==> src/sv/i2cm_pkg.sv <==
// shared types, phase codes, command codes and register constants of the i2c bit engine
package i2cm_pkg;

    // phase codes of the bit engine
    localparam logic [3:0] PH_IDLE    = 4'd0;
    localparam logic [3:0] PH_ST_HI   = 4'd1;
    localparam logic [3:0] PH_ST_LO   = 4'd2;
    localparam logic [3:0] PH_SP_LO   = 4'd3;
    localparam logic [3:0] PH_SP_HI   = 4'd4;
    localparam logic [3:0] PH_WR_LO   = 4'd5;
    localparam logic [3:0] PH_WR_HI   = 4'd6;
    localparam logic [3:0] PH_AK_LO   = 4'd7;
    localparam logic [3:0] PH_AK_HI   = 4'd8;
    localparam logic [3:0] PH_AK_WAIT = 4'd9;
    localparam logic [3:0] PH_RD_LO   = 4'd10;
    localparam logic [3:0] PH_RD_HI   = 4'd11;
    localparam logic [3:0] PH_RA_LO   = 4'd12;
    localparam logic [3:0] PH_RA_HI   = 4'd13;

    // command codes
    localparam logic [2:0] CMD_NONE  = 3'd0;
    localparam logic [2:0] CMD_START = 3'd1;
    localparam logic [2:0] CMD_STOP  = 3'd2;
    localparam logic [2:0] CMD_WRITE = 3'd3;
    localparam logic [2:0] CMD_READ  = 3'd4;

    // register indexes and reset values
    localparam logic REG_HALF_PERIOD = 1'b0;
    localparam logic REG_ACK_TIMEOUT = 1'b1;
    localparam logic [7:0] HALF_PERIOD_RESET = 8'd2;
    localparam logic [7:0] ACK_TIMEOUT_RESET = 8'd250;

    localparam logic [3:0] BITS_PER_BYTE = 4'd8;

    // configuration seen by the engine
    typedef struct packed {
        logic [7:0] half_period_ticks;
        logic [7:0] ack_timeout;
    } t_cfg;

    // one result item
    typedef struct packed {
        logic       scl_level;
        logic       sda_level;
        logic       sda_enable;
        logic       busy_res;
        logic       done_res;
        logic [7:0] rx_byte;
        logic       ack_error;
    } t_result;

endpackage

==> src/sv/i2cm_in_if.sv <==
// request channel carrying one tick of commands and the sampled sda level
interface i2cm_in_if;
    logic       valid;
    logic       ready;
    logic [2:0] cmd;
    logic [7:0] tx_byte;
    logic       send_ack;
    logic       sda_in;

    modport source (output valid, output cmd, output tx_byte, output send_ack,
                    output sda_in, input ready);
    modport sink   (input valid, input cmd, input tx_byte, input send_ack,
                    input sda_in, output ready);
endinterface

==> src/sv/i2cm_out_if.sv <==
// result channel carrying the line levels and status after each tick
interface i2cm_out_if;
    logic       valid;
    logic       ready;
    logic       scl_level;
    logic       sda_level;
    logic       sda_enable;
    logic       busy_res;
    logic       done_res;
    logic [7:0] rx_byte;
    logic       ack_error;

    modport source (output valid, output scl_level, output sda_level, output sda_enable,
                    output busy_res, output done_res, output rx_byte, output ack_error,
                    input ready);
    modport sink   (input valid, input scl_level, input sda_level, input sda_enable,
                    input busy_res, input done_res, input rx_byte, input ack_error,
                    output ready);
endinterface

==> src/sv/i2cm_apb_regs.sv <==
// apb configuration registers: half period and ack timeout
module i2cm_apb_regs (
    input  logic               i_clk,
    input  logic               i_rst_n,
    input  logic               psel,
    input  logic               penable,
    input  logic               pwrite,
    input  logic [2:0]         paddr,
    input  logic [31:0]        pwdata,
    output logic [31:0]        prdata,
    output logic               pready,
    output i2cm_pkg::t_cfg     o_cfg
);
    logic [7:0] r_half_period;
    logic [7:0] r_ack_timeout;
    logic       w_write;

    assign pready  = 1'b1;
    assign w_write = psel && penable && pwrite;

    // register writes, word index taken from the upper address bit
    always_ff @(posedge i_clk) begin
        if (!i_rst_n) begin
            r_half_period <= i2cm_pkg::HALF_PERIOD_RESET;
            r_ack_timeout <= i2cm_pkg::ACK_TIMEOUT_RESET;
        end else if (w_write) begin
            unique case (paddr[2])
                i2cm_pkg::REG_HALF_PERIOD: r_half_period <= pwdata[7:0];
                i2cm_pkg::REG_ACK_TIMEOUT: r_ack_timeout <= pwdata[7:0];
                default: ;
            endcase
        end
    end

    // read back
    always_comb begin
        unique case (paddr[2])
            i2cm_pkg::REG_HALF_PERIOD: prdata = {24'd0, r_half_period};
            i2cm_pkg::REG_ACK_TIMEOUT: prdata = {24'd0, r_ack_timeout};
            default:                   prdata = 32'd0;
        endcase
    end

    assign o_cfg.half_period_ticks = r_half_period;
    assign o_cfg.ack_timeout       = r_ack_timeout;
endmodule

==> src/sv/i2cm_core.sv <==
// bit engine state and the single-tick next-state logic
module i2cm_core (
    input  logic                i_clk,
    input  logic                i_rst_n,
    input  logic                i_step,
    input  logic [2:0]          i_cmd,
    input  logic [7:0]          i_tx_byte,
    input  logic                i_send_ack,
    input  logic                i_sda_in,
    input  i2cm_pkg::t_cfg      i_cfg,
    output i2cm_pkg::t_result   o_res
);
    logic [3:0] r_phase, n_phase;
    logic [3:0] r_bit_count, n_bit_count;
    logic [7:0] r_tick_count, n_tick_count;
    logic [7:0] r_shift, n_shift;
    logic [7:0] r_wait_count, n_wait_count;
    logic       r_ack_choice, n_ack_choice;
    logic       r_scl, n_scl;
    logic       r_sda, n_sda;
    logic       r_sda_oe, n_sda_oe;
    logic       r_error, n_error;
    logic [7:0] r_rx, n_rx;

    logic       w_done;
    logic       w_enter;
    logic       w_finish;
    logic [8:0] w_hp;
    logic [8:0] w_tick_next;
    logic [8:0] w_wait_next;

    // zero half period counts as one tick
    assign w_hp        = (i_cfg.half_period_ticks == 8'd0) ? 9'd1
                                                           : {1'b0, i_cfg.half_period_ticks};
    assign w_tick_next = {1'b0, r_tick_count} + 9'd1;
    assign w_wait_next = {1'b0, r_wait_count} + 9'd1;

    // next state for one tick
    always_comb begin
        n_phase      = r_phase;
        n_bit_count  = r_bit_count;
        n_tick_count = r_tick_count;
        n_shift      = r_shift;
        n_wait_count = r_wait_count;
        n_ack_choice = r_ack_choice;
        n_scl        = r_scl;
        n_sda        = r_sda;
        n_sda_oe     = r_sda_oe;
        n_error      = r_error;
        n_rx         = r_rx;
        w_enter      = 1'b0;
        w_finish     = 1'b0;
        w_done       = 1'b0;

        if (r_phase == i2cm_pkg::PH_IDLE) begin
            // idle: take a new command
            n_bit_count  = 4'd0;
            n_wait_count = 8'd0;
            unique case (i_cmd)
                i2cm_pkg::CMD_START: begin
                    n_phase = i2cm_pkg::PH_ST_HI;
                    w_enter = 1'b1;
                end
                i2cm_pkg::CMD_STOP: begin
                    n_phase = i2cm_pkg::PH_SP_LO;
                    w_enter = 1'b1;
                end
                i2cm_pkg::CMD_WRITE: begin
                    n_shift = i_tx_byte;
                    n_phase = i2cm_pkg::PH_WR_LO;
                    w_enter = 1'b1;
                end
                i2cm_pkg::CMD_READ: begin
                    n_ack_choice = i_send_ack;
                    n_shift      = 8'd0;
                    n_phase      = i2cm_pkg::PH_RD_LO;
                    w_enter      = 1'b1;
                end
                default: ;
            endcase
        end else if (r_phase == i2cm_pkg::PH_AK_WAIT) begin
            // poll for acknowledge while scl is high
            if (!i_sda_in) begin
                n_scl    = 1'b0;
                n_error  = 1'b0;
                w_finish = 1'b1;
            end else if (w_wait_next > {1'b0, i_cfg.ack_timeout}) begin
                n_error      = 1'b1;
                n_wait_count = 8'd0;
                n_bit_count  = 4'd0;
                n_phase      = i2cm_pkg::PH_SP_LO;
                w_enter      = 1'b1;
            end else begin
                n_wait_count = w_wait_next[7:0];
            end
        end else begin
            // timed phases: sample on the last high tick of a read bit
            if (r_phase == i2cm_pkg::PH_RD_HI && w_tick_next >= w_hp) begin
                n_shift = {r_shift[6:0], i_sda_in};
            end
            n_tick_count = w_tick_next[7:0];
            if (w_tick_next >= w_hp) begin
                unique case (r_phase)
                    i2cm_pkg::PH_ST_HI: begin
                        n_phase = i2cm_pkg::PH_ST_LO;
                        w_enter = 1'b1;
                    end
                    i2cm_pkg::PH_ST_LO: begin
                        n_scl    = 1'b0;
                        w_finish = 1'b1;
                    end
                    i2cm_pkg::PH_SP_LO: begin
                        n_phase = i2cm_pkg::PH_SP_HI;
                        w_enter = 1'b1;
                    end
                    i2cm_pkg::PH_SP_HI: begin
                        n_sda    = 1'b1;
                        w_finish = 1'b1;
                    end
                    i2cm_pkg::PH_WR_LO: begin
                        n_phase = i2cm_pkg::PH_WR_HI;
                        w_enter = 1'b1;
                    end
                    i2cm_pkg::PH_WR_HI: begin
                        n_shift     = {r_shift[6:0], 1'b0};
                        n_bit_count = r_bit_count + 4'd1;
                        n_phase     = (n_bit_count >= i2cm_pkg::BITS_PER_BYTE)
                                      ? i2cm_pkg::PH_AK_LO : i2cm_pkg::PH_WR_LO;
                        w_enter     = 1'b1;
                    end
                    i2cm_pkg::PH_AK_LO: begin
                        n_phase = i2cm_pkg::PH_AK_HI;
                        w_enter = 1'b1;
                    end
                    i2cm_pkg::PH_AK_HI: begin
                        n_wait_count = 8'd0;
                        n_phase      = i2cm_pkg::PH_AK_WAIT;
                        w_enter      = 1'b1;
                    end
                    i2cm_pkg::PH_RD_LO: begin
                        n_phase = i2cm_pkg::PH_RD_HI;
                        w_enter = 1'b1;
                    end
                    i2cm_pkg::PH_RD_HI: begin
                        n_bit_count = r_bit_count + 4'd1;
                        if (n_bit_count >= i2cm_pkg::BITS_PER_BYTE) begin
                            n_rx    = n_shift;
                            n_phase = i2cm_pkg::PH_RA_LO;
                        end else begin
                            n_phase = i2cm_pkg::PH_RD_LO;
                        end
                        w_enter = 1'b1;
                    end
                    i2cm_pkg::PH_RA_LO: begin
                        n_phase = i2cm_pkg::PH_RA_HI;
                        w_enter = 1'b1;
                    end
                    i2cm_pkg::PH_RA_HI: begin
                        n_scl    = 1'b0;
                        w_finish = 1'b1;
                    end
                    default: begin
                        n_phase      = i2cm_pkg::PH_IDLE;
                        n_tick_count = 8'd0;
                    end
                endcase
            end
        end

        // command complete
        if (w_finish) begin
            n_phase      = i2cm_pkg::PH_IDLE;
            n_tick_count = 8'd0;
            n_bit_count  = 4'd0;
            n_wait_count = 8'd0;
            w_done       = 1'b1;
        end

        // line levels on entry to a phase
        if (w_enter) begin
            n_tick_count = 8'd0;
            unique case (n_phase)
                i2cm_pkg::PH_ST_HI: begin
                    n_scl    = 1'b1;
                    n_sda    = 1'b1;
                    n_sda_oe = 1'b1;
                end
                i2cm_pkg::PH_ST_LO: n_sda = 1'b0;
                i2cm_pkg::PH_SP_LO: begin
                    n_scl    = 1'b0;
                    n_sda    = 1'b0;
                    n_sda_oe = 1'b1;
                end
                i2cm_pkg::PH_WR_LO: begin
                    n_scl    = 1'b0;
                    n_sda_oe = 1'b1;
                    n_sda    = n_shift[7];
                end
                i2cm_pkg::PH_AK_LO, i2cm_pkg::PH_RD_LO: begin
                    n_scl    = 1'b0;
                    n_sda_oe = 1'b0;
                    n_sda    = 1'b1;
                end
                i2cm_pkg::PH_RA_LO: begin
                    n_scl    = 1'b0;
                    n_sda_oe = 1'b1;
                    n_sda    = !n_ack_choice;
                end
                i2cm_pkg::PH_SP_HI, i2cm_pkg::PH_WR_HI, i2cm_pkg::PH_AK_HI,
                i2cm_pkg::PH_AK_WAIT, i2cm_pkg::PH_RD_HI, i2cm_pkg::PH_RA_HI:
                    n_scl = 1'b1;
                default: ;
            endcase
        end
    end

    // state registers, advanced once per accepted tick
    always_ff @(posedge i_clk) begin
        if (!i_rst_n) begin
            r_phase      <= i2cm_pkg::PH_IDLE;
            r_bit_count  <= 4'd0;
            r_tick_count <= 8'd0;
            r_shift      <= 8'd0;
            r_wait_count <= 8'd0;
            r_ack_choice <= 1'b0;
            r_scl        <= 1'b1;
            r_sda        <= 1'b1;
            r_sda_oe     <= 1'b1;
            r_error      <= 1'b0;
            r_rx         <= 8'd0;
        end else if (i_step) begin
            r_phase      <= n_phase;
            r_bit_count  <= n_bit_count;
            r_tick_count <= n_tick_count;
            r_shift      <= n_shift;
            r_wait_count <= n_wait_count;
            r_ack_choice <= n_ack_choice;
            r_scl        <= n_scl;
            r_sda        <= n_sda;
            r_sda_oe     <= n_sda_oe;
            r_error      <= n_error;
            r_rx         <= n_rx;
        end
    end

    // result of this tick
    assign o_res.scl_level  = n_scl;
    assign o_res.sda_level  = n_sda;
    assign o_res.sda_enable = n_sda_oe;
    assign o_res.busy_res   = (n_phase != i2cm_pkg::PH_IDLE);
    assign o_res.done_res   = w_done;
    assign o_res.rx_byte    = n_rx;
    assign o_res.ack_error  = n_error;

    // counters are cleared whenever the engine rests
    a_idle_counters: assert property (@(posedge i_clk) disable iff (!i_rst_n)
        (r_phase == i2cm_pkg::PH_IDLE) |-> (r_bit_count == 4'd0 && r_wait_count == 8'd0))
        else $error("idle engine holds a stale bit or wait count");

    // ack polling keeps scl high with sda released
    a_ack_wait_lines: assert property (@(posedge i_clk) disable iff (!i_rst_n)
        (r_phase == i2cm_pkg::PH_AK_WAIT) |-> (r_scl && !r_sda_oe))
        else $error("ack wait with scl low or sda driven");

    // a low ack sample ends the write without error
    a_ack_seen: assert property (@(posedge i_clk) disable iff (!i_rst_n)
        (i_step && r_phase == i2cm_pkg::PH_AK_WAIT && !i_sda_in)
        |=> (r_phase == i2cm_pkg::PH_IDLE && !r_error && !r_scl))
        else $error("acknowledged write did not complete cleanly");

    // bit count stays within one byte
    a_bit_range: assert property (@(posedge i_clk) disable iff (!i_rst_n)
        r_bit_count <= i2cm_pkg::BITS_PER_BYTE)
        else $error("bit count ran past one byte");
endmodule

==> src/sv/i2c_master_bit_engine.sv <==
// top level of the i2c master bit engine: apb registers, engine core and result register
//
// Usage: every request on i_in is one timing tick. It carries a command
// (none, start, stop, write byte, read byte), the byte to write, the ack
// choice for reads and the sampled sda level. Commands are ignored while a
// command is in progress. Each tick yields exactly one result on o_out:
// scl and sda drive levels, sda output enable, busy, a done pulse, the last
// received byte and the ack error flag, all showing the state after the tick.
// The result is registered: a tick accepted at one edge shows its result from
// the next cycle. Throughput is one tick per cycle while results are taken,
// with combinational next-state logic between engine state and result register.
// When the receiver stalls, the result waits in the result register and a
// new tick is accepted only in the cycle in which that result is taken.
// Reset (synchronous, active low) releases the bus with scl and sda high,
// empties the result register, and loads half period 2 and ack timeout 250.
// Registers: half_period_ticks at byte address 0, ack_timeout at 4.
module i2c_master_bit_engine (
    input  logic         i_clk,
    input  logic         i_rst_n,
    i2cm_in_if.sink      i_in,
    i2cm_out_if.source   o_out,
    input  logic         psel,
    input  logic         penable,
    input  logic         pwrite,
    input  logic [2:0]   paddr,
    input  logic [31:0]  pwdata,
    output logic [31:0]  prdata,
    output logic         pready
);
    i2cm_pkg::t_cfg    w_cfg;
    i2cm_pkg::t_result w_res;
    i2cm_pkg::t_result r_res;
    logic              r_out_valid;
    logic              w_accept;

    i2cm_apb_regs u_regs (
        .i_clk   (i_clk),
        .i_rst_n (i_rst_n),
        .psel    (psel),
        .penable (penable),
        .pwrite  (pwrite),
        .paddr   (paddr),
        .pwdata  (pwdata),
        .prdata  (prdata),
        .pready  (pready),
        .o_cfg   (w_cfg)
    );

    // accept a tick whenever the result register is free or being drained
    assign i_in.ready = !r_out_valid || o_out.ready;
    assign w_accept   = i_in.valid && i_in.ready;

    i2cm_core u_core (
        .i_clk      (i_clk),
        .i_rst_n    (i_rst_n),
        .i_step     (w_accept),
        .i_cmd      (i_in.cmd),
        .i_tx_byte  (i_in.tx_byte),
        .i_send_ack (i_in.send_ack),
        .i_sda_in   (i_in.sda_in),
        .i_cfg      (w_cfg),
        .o_res      (w_res)
    );

    // result register valid flag
    always_ff @(posedge i_clk) begin
        if (!i_rst_n) begin
            r_out_valid <= 1'b0;
        end else if (w_accept) begin
            r_out_valid <= 1'b1;
        end else if (o_out.ready) begin
            r_out_valid <= 1'b0;
        end
    end

    // result payload
    always_ff @(posedge i_clk) begin
        if (w_accept) begin
            r_res <= w_res;
        end
    end

    assign o_out.valid      = r_out_valid;
    assign o_out.scl_level  = r_res.scl_level;
    assign o_out.sda_level  = r_res.sda_level;
    assign o_out.sda_enable = r_res.sda_enable;
    assign o_out.busy_res   = r_res.busy_res;
    assign o_out.done_res   = r_res.done_res;
    assign o_out.rx_byte    = r_res.rx_byte;
    assign o_out.ack_error  = r_res.ack_error;

    // a pending result is never overwritten while stalled
    a_no_overwrite: assert property (@(posedge i_clk) disable iff (!i_rst_n)
        (r_out_valid && !o_out.ready) |-> !i_in.ready)
        else $error("tick accepted while a result is stalled");

    // every accepted tick shows up as a result in the next cycle
    a_result_follows: assert property (@(posedge i_clk) disable iff (!i_rst_n)
        w_accept |=> r_out_valid)
        else $error("accepted tick produced no result");

    // done pulse never comes with busy
    a_done_not_busy: assert property (@(posedge i_clk) disable iff (!i_rst_n)
        (r_out_valid && r_res.done_res) |-> !r_res.busy_res)
        else $error("done reported while still busy");
endmodule
==> src/flat_wrapper.sv <==
// flat-port wrapper written by rule: the top's interface ports become plain ports
module i2c_master_bit_engine_flat 
  (i_clk, i_rst_n, psel, penable, pwrite, paddr, pwdata, prdata, pready, i_in_valid, i_in_cmd, i_in_tx_byte, i_in_send_ack, i_in_sda_in, i_in_ready, o_out_valid, o_out_scl_level, o_out_sda_level, o_out_sda_enable, o_out_busy_res, o_out_done_res, o_out_rx_byte, o_out_ack_error, o_out_ready);
  i2cm_in_if i_in_i ();
  i2cm_out_if o_out_i ();
  input  logic i_clk;
  input  logic i_rst_n;
  input  logic psel;
  input  logic penable;
  input  logic pwrite;
  input  logic [2:0] paddr;
  input  logic [31:0] pwdata;
  output logic [31:0] prdata;
  output logic pready;
  input wire logic [$bits(i_in_i.valid)-1:0] i_in_valid;
  input wire logic [$bits(i_in_i.cmd)-1:0] i_in_cmd;
  input wire logic [$bits(i_in_i.tx_byte)-1:0] i_in_tx_byte;
  input wire logic [$bits(i_in_i.send_ack)-1:0] i_in_send_ack;
  input wire logic [$bits(i_in_i.sda_in)-1:0] i_in_sda_in;
  output wire logic [$bits(i_in_i.ready)-1:0] i_in_ready;
  output wire logic [$bits(o_out_i.valid)-1:0] o_out_valid;
  output wire logic [$bits(o_out_i.scl_level)-1:0] o_out_scl_level;
  output wire logic [$bits(o_out_i.sda_level)-1:0] o_out_sda_level;
  output wire logic [$bits(o_out_i.sda_enable)-1:0] o_out_sda_enable;
  output wire logic [$bits(o_out_i.busy_res)-1:0] o_out_busy_res;
  output wire logic [$bits(o_out_i.done_res)-1:0] o_out_done_res;
  output wire logic [$bits(o_out_i.rx_byte)-1:0] o_out_rx_byte;
  output wire logic [$bits(o_out_i.ack_error)-1:0] o_out_ack_error;
  input wire logic [$bits(o_out_i.ready)-1:0] o_out_ready;
  assign i_in_i.valid = i_in_valid;
  assign i_in_i.cmd = i_in_cmd;
  assign i_in_i.tx_byte = i_in_tx_byte;
  assign i_in_i.send_ack = i_in_send_ack;
  assign i_in_i.sda_in = i_in_sda_in;
  assign i_in_ready = i_in_i.ready;
  assign o_out_valid = o_out_i.valid;
  assign o_out_scl_level = o_out_i.scl_level;
  assign o_out_sda_level = o_out_i.sda_level;
  assign o_out_sda_enable = o_out_i.sda_enable;
  assign o_out_busy_res = o_out_i.busy_res;
  assign o_out_done_res = o_out_i.done_res;
  assign o_out_rx_byte = o_out_i.rx_byte;
  assign o_out_ack_error = o_out_i.ack_error;
  assign o_out_i.ready = o_out_ready;
  i2c_master_bit_engine u_core (.i_clk(i_clk), .i_rst_n(i_rst_n), .i_in(i_in_i), .o_out(o_out_i), .psel(psel), .penable(penable), .pwrite(pwrite), .paddr(paddr), .pwdata(pwdata), .prdata(prdata), .pready(pready));
endmodule
==> config.mk <==
export PLATFORM = sky130hd
export DESIGN_NAME = i2c_master_bit_engine_flat
export DESIGN_NICKNAME = d
export VERILOG_FILES = /design/src/sv/i2cm_pkg.sv /design/src/sv/i2cm_in_if.sv /design/src/sv/i2cm_out_if.sv /design/src/sv/i2cm_apb_regs.sv /design/src/sv/i2cm_core.sv /design/src/sv/i2c_master_bit_engine.sv /design/src/flat_wrapper.sv
export SDC_FILE = /design/constraint.sdc
export NUM_CORES = 1
export LEC_CHECK = 0
export ABC_CLOCK_PERIOD_IN_PS = 10350
export BUFFER_PORTS_ARGS = -buffer_cell sky130_fd_sc_hd__buf_2
export CORE_MARGIN = 3
export CORE_UTILIZATION = 35
export DETAILED_ROUTE_END_ITERATION = 12
export GPL_TIMING_DRIVEN = 0
export PLACE_DENSITY = 0.56
export SLEW_MARGIN = 40
export SYNTH_ARGS = -nofsm -noshare
export SYNTH_HDL_FRONTEND = slang
export SYNTH_HIERARCHICAL = 1
export SYNTH_SLANG_ARGS = --single-unit
==> constraint.sdc <==
create_clock -name i_clk -period 10.35 [get_ports i_clk]
set_input_delay 1.5525 -clock i_clk [delete_from_list [all_inputs] [get_ports i_clk]]
set_output_delay 1.5525 -clock i_clk [all_outputs]
set_load 0.05 [all_outputs]
## Word level (Yosys, flattened, before mapping)

Index checks and enable logic that the tools add are counted.
Widths: inputs -> output; s select.

- Register bits: 76
- Bits of input ports: 55
- Output and inout bits: 49
- Logic and storage cells: 176

- Add/subtract/negate cells: 3
- Order comparisons: 3
- Equality and inequality tests: 36
- Muxes and demuxes: 79
- Bitwise logic cells: 1
- Reduce and logical (&&, ||, !) cells: 32

Operators by type and width:

| cell | count |
|---|---|
| $mux 8 | 24 |
| $pmux 32 s2 | 1 |
| $mux 4 | 13 |
| $eq 4x4->1 const B | 12 |
| $pmux 4 s10 | 1 |
| $mux 1 | 33 |
| $eq 4x3->1 const B | 8 |
| $add 8x1->9 const B | 2 |
| $eq 4x2->1 const B | 4 |
| $pmux 4 s4 | 1 |
| $pmux 8 s2 | 1 |
| $reduce_bool 4->1 | 4 |
| $reduce_or 12->1 | 1 |
| $ge 9x8->1 | 1 |
| $gt 9x8->1 | 1 |
| $reduce_or 9->1 | 1 |
| $eq 4x1->1 const B | 2 |
| $logic_not 8->1 | 1 |
| $reduce_or 2->1 | 4 |
| $reduce_or 4->1 | 2 |
| $reduce_or 7->1 | 1 |
| $eq 3x2->1 const B | 2 |
| $ne 3x3->1 const B | 2 |
| $reduce_and 3->1 | 2 |
| 23 further kinds | 30 |

## Longest topological paths before layout

- Word-level depth: 12
- Mapped depth: 19

## Modules after synthesis

The synthesis kept the hierarchy.

By module, submodules not included:

| module | times used | cells each | area each (µm²) |
|---|---|---|---|
| i2cm_core | 1 | 465 | 3623.5 |
| i2cm_apb_regs | 1 | 104 | 975.9 |
| i2c_master_bit_engine | 1 | 19 | 478.0 |

## Worst setup path before layout

No wires, ideal clock.

- Path kind: input -> output
- From: in paddr[2]
- To: out prdata[0]
- Data arrival time: 2115 ps
- Required time: 8797 ps
- Setup slack: 6682 ps
- Stages on the path: 2
- Cell sequence: buf_6 > mux2_2

- Word-level cells in the longest chain between the ends: 2

RTL lines:

| item | line | RTL |
|---|---|---|
| from (decl) | flat_wrapper.sv:11 | `input logic [2:0] paddr;` |
| $not 1->1 | -- |  |
| $pmux 32 s2 (*) | i2cm_apb_regs.sv:37 | `unique case (paddr[2])` |
| to (decl) | flat_wrapper.sv:13 | `output logic [31:0] prdata;` |

Mark *: on every way between the ends. The rest lies on a longest branch, timed or not. The select of a mux whose other input is x is not followed.

## Worst setup path in the final report

- From: reg u_core.u_core.r_tick_count[0]
- To: reg u_core.u_core.r_tick_count[2]

- Word-level cells in the longest chain between the ends: 7
- Elaborated cells between the ends (all ways): 17
- Those cells by class: 1 x add/sub; 1 x order compare; 2 x eq/ne; 12 x mux; 1 x reduce/logical

RTL lines:

| item | line | RTL |
|---|---|---|
| from (decl) | i2cm_core.sv:15 | `logic [7:0] r_tick_count, n_tick_count;` |
| from (signal assigned) | i2cm_core.sv:234 | `r_tick_count <= n_tick_count;` |
| $add 8x1->9 (*) | i2cm_core.sv:35 | `assign w_tick_next = {1'b0, r_tick_count} + 9'd1;` |
| $ge 9x8->1 / $mux 8 (equally long branches) | i2cm_core.sv:102, i2cm_core.sv:103 |  |
| $mux 1 / $mux 8 (equally long branches) | i2cm_core.sv:102 | `if (w_tick_next >= w_hp) begin` |
| $mux 1 / $mux 8 (equally long branches) | i2cm_core.sv:81 | `end else if (r_phase == i2cm_pkg::PH_AK_WAIT) begin` |
| $mux 1 / $mux 8 (equally long branches) | i2cm_core.sv:55 | `if (r_phase == i2cm_pkg::PH_IDLE) begin` |
| $ne 3x3->1 (no source line) / $mux 8 (equally long branches) | -- |  |
| $reduce_and 3->1 (no source line) / $mux 8 (equally long branches) | -- |  |

Marks and branches as above.
A chain may end at the register's enable or synchronous reset.

==> results.cfg <==
[setup_path]
path_cells = ha_1, and3_1, buf_6, nand3_1, xnor2_1, ha_1, a21oi_1, nand2_1, a221oi_2, buf_6, o21ai_0, a22oi_1, nand4_1, o21ai_0, nand2_1, o21ai_0, and2_1
crit_path_frequent_cell = o21ai_0
arrival_ns = 4.44
worstPathMaxFanout = 10
reg2reg_from = u_core/u_core/r_tick_count[0]$_SDFFE_PN0P_
cp-startpoint = u_core/u_core/r_tick_count[0]$_SDFFE_PN0P_
cpPeakStageDelay_ns = 0.65
critPathLaunchType = flop
crit_type = flop to flop
crit_required_ns = 10.64
crit_family = compound AO/OA/AOI/OAI gates
crit_path_top_delay_cell = a22oi_1
cp_num_buf_inv = 2
worst_setup_path_end_kind = flop

[power_and_ir_drop]
p_per_area_mw_per_mm2 = 153
p_leak_nw = 2.66
finalPower_mw = 0.917
peakVddDrop_v = 0.0000698

[floorplanning]
core_mm2 = 0.0140
fp.dieArea_mm2 = 0.0160
num_rows = 43
start_util = 0.362
dieHeight_um = 126
die_width_um = 126
ios = 104

[synthesis]
syn_avg_cell_area_um2 = 8.63
yosys_warnings = 6
yosysSeqAreaShare = 0.327
ys_types = 75
yosysTopAreaCell = dfxtp_1
synth_edf_count = 14
async_flop_share = 0
syn_inst = 588
yosys_register_bits = 76
synth_flop_cell = dfxtp_1
yosys-top-cells-area = dfxtp_1 (24%), edfxtp_1 (8.3%), mux2i_1 (7.1%)
syn_area_mm2 = 0.00508
synth_top_area_frac = 0.244

[placement]
dp_cells = 841
gp_routability_congestion = 0.912
io_buffers = 50
place_ws_ns = 6.21
hpwl_um = 9390

[cells_and_area]
instances_no_fill = 857
fin_util = 0.427
num-nets-final = 746
n_fill_cell = 1386
final_cell_mix = nand2_1 (64), dfxtp_1 (62), buf_2 (53), mux2i_1 (36), nor2_1 (35)
drive_above_1_share = 0.213
final_common_cell = nand2_1
syn_to_final_growth_pct = 18.1
diodes = 0

[global_routing]
grt_pass1_wl_um = 21200
grt_usage = 0.165
gr-total-overflow = 0
grt_pass1_vias = 4256
antenna_found_initial = 0
grt_max_degree = 16

[cts]
max-clock-path-buffers = 2
clock-root-buffer = clkbuf_16
numCtsBuffers = 9
clk_latency_ns = 0.35
cts_tree = built
cts.sinks = 76
path_clk_slew_ns = 0.06
htree_levels = 3
cts_hold_buf = 0
cts_setup_buffers = 0
cts_resized = 0

[detailed_routing]
wl_um = 12700
num_vias = 4429
antenna_left = 0
drc = 0
vias_per_cell = 5.17
routedWlPerCell_um = 14.9
dr.pass1.iters = 5
drt_iter0_markers = 236

[run]
cap_violations = 0

[sta]
hold_viol = 0
max_freq_ghz = 0.241
slew_headroom = 0.466
fin_skew_ns = 0.00579
setup_viol_count_final = 0
max_slew.worst_pin.slew_ns = 0.795
fin_crit_ns = 4.16
drv_slew = 0
layout_worst_path_cycle_share = 0.401
fin_ws_ns = 6.19
grt_setup_unrepaired = false
tns_ns = 0

[min_path]
hp-class = flop to flop
holdCritStartpoint = u_core/u_regs/r_half_period[2]$_SDFFE_PN0P_

[run_status]
status = complete, no violations
[power breakdown]
group / internal [mW] / leakage (nW) / switching, mW
clock: 0.237 / 0.170 / 0.131
sequential: 0.316 / 0.637 / 0.0108
combinational: 0.0743 / 1.85 / 0.147
[worst paths after layout]
check,end,slack [ns],depth (start not counted)
max reg2reg,u_core/u_core/r_tick_count[2]$_SDFFE_PN0P_,6.19,17
min,u_core/u_regs/r_half_period[2]$_SDFFE_PN0P_,0.47,2
max,u_core/u_core/r_tick_count[2]$_SDFFE_PN0P_,6.19,17
min reg2reg,u_core/u_regs/r_half_period[2]$_SDFFE_PN0P_,0.47,2
[tightest hold or removal path, delay by kind of cell, from the launching register on]
family / cells / cell delay [ns]
AND/OR/NAND/NOR: 1 / 0.05
flip-flops: 1 / 0.32
multiplexers: 1 / 0.05
[stage by stage]
step | instance area [µm²] | hold WS [ns]
2_1_floorplan | 5160 | 0.443
3_3_place_gp | 5640 | 0.456
3_5_place_dp | 5640 | 0.473
4_1_cts | 5990 | 0.482
5_1_grt | 5990 | 0.501
6_report | 5990 | 0.475
[cells by family after synthesis]
group | Yosys count | share of synthesized area
XOR/XNOR | 16 | 0.0276
buffers and inverters | 79 | 0.0909
AO/OA/AOI/OAI | 123 | 0.172
adder cells (fa/ha/maj) | 20 | 0.0488
multiplexers | 51 | 0.104
AND/OR/NAND/NOR | 221 | 0.227
other | 2 | 0.00148
flip-flops | 76 | 0.327
[area by class of cell]
class / instances / area, µm² / share of cell area
multi-input cells: 456 / 3050 / 0.509
flip-flops and latches: 76 / 1660 / 0.277
plain buffers: 57 / 379 / 0.0632
repair buffers: 50 / 250 / 0.0417
clock buffers: 9 / 225 / 0.0376
well taps: 180 / 225 / 0.0376
clock inverters: 7 / 121 / 0.0202
inverters: 22 / 82.6 / 0.0138
[metal layers]
metal  routed length [µm]  track usage
met1                 5970        0.215
met2                 5990        0.270
met3                  492       0.0253
met4                  284       0.0726
met5                    0            0
[Yosys cell counts (all sizes together), types with 3 or more instances]
| library cell | n |
|---|---|
| a211oi | 5 |
| a21boi | 13 |
| a21o | 3 |
| a21oi | 18 |
| a22oi | 3 |
| a31oi | 3 |
| and2 | 10 |
| and3 | 3 |
| buf | 42 |
| clkbuf | 15 |
| dfxtp | 62 |
| edfxtp | 14 |
| ha | 19 |
| inv | 22 |
| mux2 | 15 |
| mux2i | 36 |
| nand2 | 64 |
| nand2b | 12 |
| nand3 | 15 |
| nand4 | 7 |
| nor2 | 36 |
| nor2b | 34 |
| nor3 | 14 |
| nor4 | 5 |
| o211a | 9 |
| o211ai | 11 |
| o21a | 8 |
| o21ai | 30 |
| o22ai | 4 |
| or2 | 7 |
| or3 | 4 |
| xnor2 | 12 |
| xor2 | 4 |
[registers in the layout, summed over array words and instances (netlist names), 4 cells and up]
| register | cells |
|---|---|
| u_core/o_out.rx_byte | 8 |
| u_core/u_core/r_rx | 8 |
| u_core/u_core/r_shift | 8 |
| u_core/u_core/r_tick_count | 8 |
| u_core/u_core/r_wait_count | 8 |
| u_core/u_regs/r_ack_timeout | 8 |
| u_core/u_regs/r_half_period | 8 |
| u_core/u_core/r_bit_count | 4 |
| u_core/u_core/r_phase | 4 |
Power figures use the tool's default switching activity.
